**src/hw/rtl/jse_pkg.sv**
```systemverilog
`timescale 1ns / 1ps
package jse_pkg;

	localparam int unsigned QueueDepth = 4;

	localparam logic [7:0] ChQuote     = 8'h22;
	localparam logic [7:0] ChBackslash = 8'h5c;
	localparam logic [7:0] ChLowerU    = 8'h75;
	localparam logic [7:0] ChZero      = 8'h30;
	localparam logic [7:0] ChLowerA    = 8'h61;
	localparam logic [7:0] CtrlLimit   = 8'h20;
	localparam logic [7:0] NoEscape    = 8'h00;

	localparam logic [7:0] CodeBs  = 8'h08;
	localparam logic [7:0] CodeTab = 8'h09;
	localparam logic [7:0] CodeLf  = 8'h0a;
	localparam logic [7:0] CodeFf  = 8'h0c;
	localparam logic [7:0] CodeCr  = 8'h0d;

	localparam int unsigned MaxSeq = 8;

	typedef struct packed {
		logic [7:0] byte_value;
		logic       has_byte;
		logic       starts_string;
		logic       ends_string;
	} in_item_t;

	typedef struct packed {
		logic [7:0] out_byte;
		logic       run_last;
	} out_item_t;

	// one request, fully expanded: bytes in order and index of the final byte
	typedef struct packed {
		logic [2:0]           last_idx;
		logic [MaxSeq-1:0][7:0] seq;
	} desc_t;

	function automatic logic [7:0] hex_lower(input logic [3:0] nib);
		logic [7:0] r;
		if (nib < 4'd10) begin
			r = ChZero + {4'b0000, nib};
		end else begin
			r = ChLowerA + {4'b0000, nib} - 8'd10;
		end
		return r;
	endfunction

	// second character of a short escape, or NoEscape
	function automatic logic [7:0] short_escape(input logic [7:0] b);
		logic [7:0] r;
		unique case (b)
			ChQuote:     r = ChQuote;
			ChBackslash: r = ChBackslash;
			CodeBs:      r = 8'h62;
			CodeFf:      r = 8'h66;
			CodeLf:      r = 8'h6e;
			CodeCr:      r = 8'h72;
			CodeTab:     r = 8'h74;
			default:     r = NoEscape;
		endcase
		return r;
	endfunction

endpackage

```
**src/hw/rtl/jse_front.sv**
```systemverilog
`timescale 1ns / 1ps
module jse_front (
	input  logic             clk,
	input  logic             arst_n,
	input  logic             src_valid,
	output logic             src_stall,
	input  jse_pkg::in_item_t src_data,
	output logic             push,
	output jse_pkg::desc_t   push_data,
	input  logic             full
);

	logic [5:0][7:0] body;
	logic [2:0]      body_len;
	logic [7:0]      esc;
	logic [3:0]      pos;
	jse_pkg::desc_t  desc;
	logic            keep;
	logic            valid_s1;
	jse_pkg::desc_t  desc_s1;

	always_comb begin
		esc = jse_pkg::short_escape(src_data.byte_value);
		body = '0;
		body_len = 3'd0;
		if (src_data.has_byte) begin
			if (esc != jse_pkg::NoEscape) begin
				body[0] = jse_pkg::ChBackslash;
				body[1] = esc;
				body_len = 3'd2;
			end else if (src_data.byte_value < jse_pkg::CtrlLimit) begin
				body[0] = jse_pkg::ChBackslash;
				body[1] = jse_pkg::ChLowerU;
				body[2] = jse_pkg::ChZero;
				body[3] = jse_pkg::ChZero;
				body[4] = jse_pkg::hex_lower(src_data.byte_value[7:4]);
				body[5] = jse_pkg::hex_lower(src_data.byte_value[3:0]);
				body_len = 3'd6;
			end else begin
				body[0] = src_data.byte_value;
				body_len = 3'd1;
			end
		end
	end

	// place opening quote, body, closing quote
	always_comb begin
		desc = '0;
		pos = 4'd0;
		if (src_data.starts_string) begin
			desc.seq[0] = jse_pkg::ChQuote;
			pos = 4'd1;
		end
		for (int k = 0; k < 6; k++) begin
			if (3'(k) < body_len) begin
				desc.seq[pos[2:0]] = body[k];
				pos = pos + 4'd1;
			end
		end
		if (src_data.ends_string) begin
			desc.seq[pos[2:0]] = jse_pkg::ChQuote;
			pos = pos + 4'd1;
		end
		keep = (pos != 4'd0);
		desc.last_idx = pos[2:0] - 3'd1;
	end

	assign src_stall = valid_s1 && full;

	always_ff @(posedge clk or negedge arst_n) begin
		if (!arst_n) begin
			valid_s1 <= 1'b0;
		end else if (!src_stall) begin
			// drop requests that produce no bytes
			valid_s1 <= src_valid && keep;
		end
	end

	always_ff @(posedge clk) begin
		if (!src_stall && src_valid) begin
			desc_s1 <= desc;
		end
	end

	assign push = valid_s1;
	assign push_data = desc_s1;

endmodule

```
**src/hw/rtl/jse_queue.sv**
```systemverilog
`timescale 1ns / 1ps
module jse_queue #(
	parameter int unsigned DEPTH = jse_pkg::QueueDepth
) (
	input  logic           clk,
	input  logic           arst_n,
	input  logic           push,
	input  jse_pkg::desc_t push_data,
	output logic           full,
	output logic           not_empty,
	output jse_pkg::desc_t head,
	input  logic           pop
);

	localparam int unsigned AW = (DEPTH > 1) ? $clog2(DEPTH) : 1;
	localparam int unsigned CW = $clog2(DEPTH + 1);

	jse_pkg::desc_t mem_q [DEPTH];
	logic [AW-1:0]  wr_ptr_q;
	logic [AW-1:0]  rd_ptr_q;
	logic [CW-1:0]  cnt_q;
	logic           do_push;
	logic           do_pop;

	assign full      = (cnt_q == CW'(DEPTH));
	assign not_empty = (cnt_q != '0);
	assign head      = mem_q[rd_ptr_q];
	assign do_push   = push && !full;
	assign do_pop    = pop && not_empty;

	always_ff @(posedge clk or negedge arst_n) begin
		if (!arst_n) begin
			wr_ptr_q <= '0;
			rd_ptr_q <= '0;
			cnt_q    <= '0;
		end else begin
			if (do_push) begin
				wr_ptr_q <= (wr_ptr_q == AW'(DEPTH - 1)) ? '0 : wr_ptr_q + AW'(1);
			end
			if (do_pop) begin
				rd_ptr_q <= (rd_ptr_q == AW'(DEPTH - 1)) ? '0 : rd_ptr_q + AW'(1);
			end
			if (do_push && !do_pop) begin
				cnt_q <= cnt_q + CW'(1);
			end else if (do_pop && !do_push) begin
				cnt_q <= cnt_q - CW'(1);
			end
		end
	end

	always_ff @(posedge clk) begin
		if (do_push) begin
			mem_q[wr_ptr_q] <= push_data;
		end
	end

endmodule

```
**src/hw/rtl/jse_back.sv**
```systemverilog
`timescale 1ns / 1ps
module jse_back (
	input  logic               clk,
	input  logic               arst_n,
	input  logic               not_empty,
	input  jse_pkg::desc_t     head,
	output logic               pop,
	output logic               dst_valid,
	input  logic               dst_stall,
	output jse_pkg::out_item_t dst_data
);

	logic               have_q;
	jse_pkg::desc_t     desc_q;
	logic [2:0]         idx_q;
	logic               out_valid_q;
	jse_pkg::out_item_t out_q;
	logic               adv;
	logic               last;

	assign adv  = !out_valid_q || !dst_stall;
	assign last = (idx_q == desc_q.last_idx);
	// load the next request when idle or when the current one emits its last byte
	assign pop  = not_empty && (!have_q || (adv && last));

	always_ff @(posedge clk or negedge arst_n) begin
		if (!arst_n) begin
			have_q      <= 1'b0;
			out_valid_q <= 1'b0;
			idx_q       <= '0;
		end else begin
			if (adv) begin
				out_valid_q <= have_q;
			end
			if (pop) begin
				have_q <= 1'b1;
				idx_q  <= '0;
			end else if (adv && have_q) begin
				if (last) begin
					have_q <= 1'b0;
				end else begin
					idx_q <= idx_q + 3'd1;
				end
			end
		end
	end

	always_ff @(posedge clk) begin
		if (pop) begin
			desc_q <= head;
		end
		if (adv && have_q) begin
			out_q.out_byte <= desc_q.seq[idx_q];
			out_q.run_last <= last;
		end
	end

	assign dst_valid = out_valid_q;
	assign dst_data  = out_q;

endmodule

```
**src/hw/rtl/json_string_escaper_top.sv**
```systemverilog
`timescale 1ns / 1ps
// JSON string escaper.
// src channel: one request per source byte (src_data), with has_byte and
// string start/end flags. dst channel: one quoted/escaped byte per transfer;
// run_last marks the final byte produced by a request.
// Both channels complete a transfer at a clock edge with valid high and stall low.
// A request passes the front stage register, the queue and the back sequencer's
// request register before its first byte reaches the output register.
// The output stage emits one byte per cycle while the receiver is not stalling;
// a request expands to 0 to 8 bytes: a plain byte gives one, a short escape 2,
// a \u00XX escape 6, plus one per quote.
// The front classifies each request and expands it into a byte list, the
// queue (QUEUE_DEPTH entries) decouples it from the back sequencer, which
// walks the list one byte per cycle into the output register unless stalled.
// When the receiver stalls, the output register holds, the queue fills, and
// src_stall rises once the front stage cannot hand off its request.
// Reset clears the front stage, the queue and the output valid; requests
// in flight are lost, and none are produced across it.
module json_string_escaper_top #(
	parameter int unsigned QUEUE_DEPTH = jse_pkg::QueueDepth
) (
	input  logic               clk,
	input  logic               arst_n,
	input  logic               src_valid,
	output logic               src_stall,
	input  jse_pkg::in_item_t  src_data,
	output logic               dst_valid,
	input  logic               dst_stall,
	output jse_pkg::out_item_t dst_data
);

	logic           push;
	jse_pkg::desc_t push_data;
	logic           full;
	logic           not_empty;
	jse_pkg::desc_t head;
	logic           pop;

	jse_front u_front (
		.clk       (clk),
		.arst_n    (arst_n),
		.src_valid (src_valid),
		.src_stall (src_stall),
		.src_data  (src_data),
		.push      (push),
		.push_data (push_data),
		.full      (full)
	);

	jse_queue #(
		.DEPTH (QUEUE_DEPTH)
	) u_queue (
		.clk       (clk),
		.arst_n    (arst_n),
		.push      (push),
		.push_data (push_data),
		.full      (full),
		.not_empty (not_empty),
		.head      (head),
		.pop       (pop)
	);

	jse_back u_back (
		.clk       (clk),
		.arst_n    (arst_n),
		.not_empty (not_empty),
		.head      (head),
		.pop       (pop),
		.dst_valid (dst_valid),
		.dst_stall (dst_stall),
		.dst_data  (dst_data)
	);

endmodule

```
**config.mk**
```make
export PLATFORM = sky130hd
export DESIGN_NAME = json_string_escaper_top
export DESIGN_NICKNAME = d
export VERILOG_FILES = /design/src/hw/rtl/jse_pkg.sv /design/src/hw/rtl/jse_front.sv /design/src/hw/rtl/jse_queue.sv /design/src/hw/rtl/jse_back.sv /design/src/hw/rtl/json_string_escaper_top.sv
export SDC_FILE = /design/constraint.sdc
export NUM_CORES = 1
export LEC_CHECK = 0
export ABC_AREA = 1
export BUFFER_PORTS_ARGS = -buffer_cell sky130_fd_sc_hd__buf_2
export CAP_MARGIN = 40
export CORE_AREA = 2 2 175 177
export CTS_CLUSTER_DIAMETER = 100
export DETAILED_ROUTE_END_ITERATION = 10
export DIE_AREA = 0 0 177 179
export MAX_ROUTING_LAYER = met4
export PLACE_DENSITY = 0.71
export SLEW_MARGIN = 20
export SYNTH_ARGS = -nofsm -noshare
export SYNTH_HDL_FRONTEND = slang
export SYNTH_SLANG_ARGS = --single-unit
```
**constraint.sdc**
```tcl
create_clock -name clk -period 7.15 [get_ports clk]
set_input_delay 0.715 -clock clk [delete_from_list [all_inputs] [get_ports clk]]
set_output_delay 0.715 -clock clk [all_outputs]
set_load 0.03 [all_outputs]
```
==> summary.md <==
| Metric | Value |
|---|---|
| Post-synthesis area per instance | `12.1 sq um` |
| DR iter-0 viols | `1,090` |
| Area of the die | `31,700 sq um` |
| First-pass GRT wire length | `57.6 mm` |
| Io pins | `26` |
| VDD IR max | `243 uV` |
| Outcome | `finished clean` |
| Global-route total usage across every layer | `25.1%` |
| Final worst path period share | `85.2%` |
| Initial core utilization | `54.0%` |
| Die height | `179 um` |
| FP Rows | `64` |
| Port buffer count | `25` |
| Worst Tran Pin Value | `0.829 ns` |
| Pwr per Cell Area | `391 nW/um^2` |
| Final Hold Viols | `0` |
| Hpwl dp | `23.4 mm` |
| Setup TNS | `0 ns` |
| DIE WIDTH | `177 um` |
| Leakage | `6.69 nW` |
| Remaining Overflow, GRT | `0` |
| Root Buffer | `clkbuf_16` |
| Vias in the first global route | `9,944` |
| Worst R2R Start | `u_back.idx_q[0]` |
| Final WS setup | `1.06 ns` |
| Largest net degree at the start of global routing | `83` |
| Number of remaining DRC errors | `0` |
| Clk buf depth | `3` |
| TritonCTS buffer count | `39` |
| Metal2 WL | `18.1 mm` |
| Tot Pwr | `7.15 mW` |
| H-tree depth | `2` |
| Arrival time worst endpoint | `6.49 ns` |
| Netlist Area Pre-Place | `16,200 sq um` |
| Post-CTS Setup Repair Bufs | `0` |
| Layout cells sized above 1 | `10.7%` |
| Post-synthesis sequential area ratio | `71.5%` |
| Commonest non-fill, non-tap cells in the layout | `edfxtp_1 (375), nor2_1 (230), o21ai_0 (186)` |
| RSZ-0062 raised after global routing | `false` |
| Max Cap Viol | `0` |
| Most common cell after layout, fill and taps aside | `edfxtp_1` |
| Fin crit period | `6.09 ns` |
| Kind of critical path | `in -> reg` |
| Slowest CP cell | `fa_1` |
| Nets | `1,415` |
| Clock skew | `0.0118 ns` |
| Core box area | `30,000 sq um` |
| Reg2Reg Depth | `14` |
| Drt pass-1 iters | `5` |
| Critical Path RT | `7.54 ns` |
| Setup violators final | `0` |
| Post-place setup slack | `0.577 ns` |
| CP endpoint kind | `flop` |
| Slew Viols, Final | `0` |
| Inst Count DP | `1,727` |
| Hold_buf cts | `0` |
| Hold Path Class | `in -> async` |
| Crit Path Max Fanout | `12` |
| Seq cells post-synth | `388` |
| Wl on met1 | `16.3 mm` |
| Crit-path max cell delay | `0.74 ns` |
| Synthesized instance count | `1,340` |
| Cell variety after synth | `44` |
| Gpl congestion | `0.912` |
| Detailed Route WL | `38.1 mm` |
| Clk_lat worst skew | `0.52 ns` |
| Fin cells | `1,800` |
| Max Freq | `164 MHz` |
| Crit path launch type | `input pin` |
| Slew headroom | `44.8%` |
| CTS tree | `yes` |
| Post-Syn Nets | `1,380` |
| Clock Sinks | `388` |
| Post-CTS Resized | `0` |
| Via/cell ratio | `5.85` |
| R2R Path End | `u_queue.cnt_q[1]` |
| Hold Slack | `0.102 ns` |
| Mean routed wirelength per cell | `21.2 um` |
| Initial antenna violation count | `1` |
| Post-route ant nets | `0` |
| Synth-to-layout area growth | `12.8%` |
| Ys Warns | `0` |
| Met3 Routed Length | `2.90 mm` |
| Setup slack, reg-to-reg | `3.83 ns` |
| Worst-path clk slew | `0.06 ns` |
| CP most frequent cell | `inv_1` |
| Via count | `10,537` |
| Highest Signal Layer | `met4` |
through the flow:
stage | utilization, % | area (sq um)
2_1_floorplan | - | 16200
3_3_place_gp | 55.8 | 16800
3_5_place_dp | 56.3 | 16900
4_1_cts | 60.8 | 18200
5_1_grt | 60.9 | 18300
6_report | 60.9 | 18300
where the power goes:
group / leakage [nW] / switching, mW / internal [mW] / total, mW
logic: 2.38 / 1.26 / 0.498 / 1.76
registers: 3.66 / 0.178 / 3.12 / 3.29
clock network: 0.655 / 0.803 / 1.30 / 2.10
registers in the layout, indices dropped and copies added, names as in the netlist:
signal and count:
u_queue.wr_ptr_q 2, u_queue.mem_q 244, u_front.push 1, u_front.push_data 61, u_back.desc_q 61, u_back.dst_valid 1
u_queue.rd_ptr_q 2, u_back.have_q 1, u_back.dst_data 9, u_queue.cnt_q 3, u_back.idx_q 3
cell usage after synthesis:
cell	instances	area, sq um
nand3_2	3	30.0
nand4_1	11	68.8
buf_2	2	10.0
clkinv_1	1	3.75
nor4_1	1	6.26
o311ai_0	2	17.5
a211oi_1	1	7.51
dfrtp_1	13	325
or2_4	1	8.76
buf_4	2	15.0
inv_1	104	390
nand3b_1	1	7.51
xor2_1	3	26.3
nor3_1	13	65.1
nand2_2	7	43.8
o2111ai_1	2	17.5
edfxtp_1	375	11300
and3_1	1	6.26
a31oi_1	9	56.3
nand2_1	122	458
ha_1	23	288
nor3b_2	1	12.5
or2_2	1	6.26
a21oi_1	17	85.1
o21a_1	1	7.51
fa_1	2	40.0
inv_2	4	15.0
and2_1	2	12.5
a31o_1	1	8.76
o21ai_2	4	35.0
o22ai_1	78	488
inv_4	1	6.26
o21ai_0	186	931
nor2_1	235	882
clkbuf_1	52	195
nor3_2	1	10.0
nor2_2	6	37.5
o211ai_1	6	45.0
o221ai_1	2	17.5
nand3_1	30	150
xnor2_1	5	43.8
o21ai_1	4	20.0
nand2_4	3	33.8
nor2_8	1	20.0
worst max-delay path by stage:
stage | start | to | slack (ns) | cells past startpoint
after global routing | src_data[7] | u_front.push | 0.46 | 36
after global placement | src_data[7] | u_front.push | 0.69 | 36
final | src_data[4] | u_front.push | 1.06 | 34
after floorplan | src_data[7] | u_front.push | 1.67 | 35
after CTS | src_data[7] | u_front.push | 1.10 | 36
after detailed placement | src_data[7] | u_front.push | 0.58 | 36
final cells by class:
type	count	area (sq um)
inverters	110	417
diodes	1	2.50
repair buffers	50	428
flip-flops and latches	388	11600
well taps	396	495
clock inverters	21	282
clock buffers	48	1050
fillers	2335	11700
multi-input cells	786	4030
critical path: cells and delay by family:
kind / cells / cell delay (ns)
buffers and inverters: 9 / 0.99
AND/OR/NAND/NOR: 14 / 1.60
adder cells (fa/ha/maj): 7 / 2.32
AO/OA/AOI/OAI: 4 / 0.88
per-layer routing:
layer  up-vias  global-route usage, %
met5         -                      -
li1       4868                      -
met2       474                   39.5
met4         0                   7.71
met1      5132                   34.1
met3        63                   4.07
cell families (layout without fill, tap and decap cells):
family / count (synthesis) / in the layout / synth area share [%]
adder cells (fa/ha/maj): 25 / 25 / 2.02
AND/OR/NAND/NOR: 440 / 440 / 11.5
buffers and inverters: 166 / 229 / 3.92
other: 0 / 1 / 0
flip-flops: 388 / 388 / 71.5
AO/OA/AOI/OAI: 313 / 313 / 10.7
XOR/XNOR: 8 / 8 / 0.432
No activity file was read; power rests on OpenSTA's default activity.
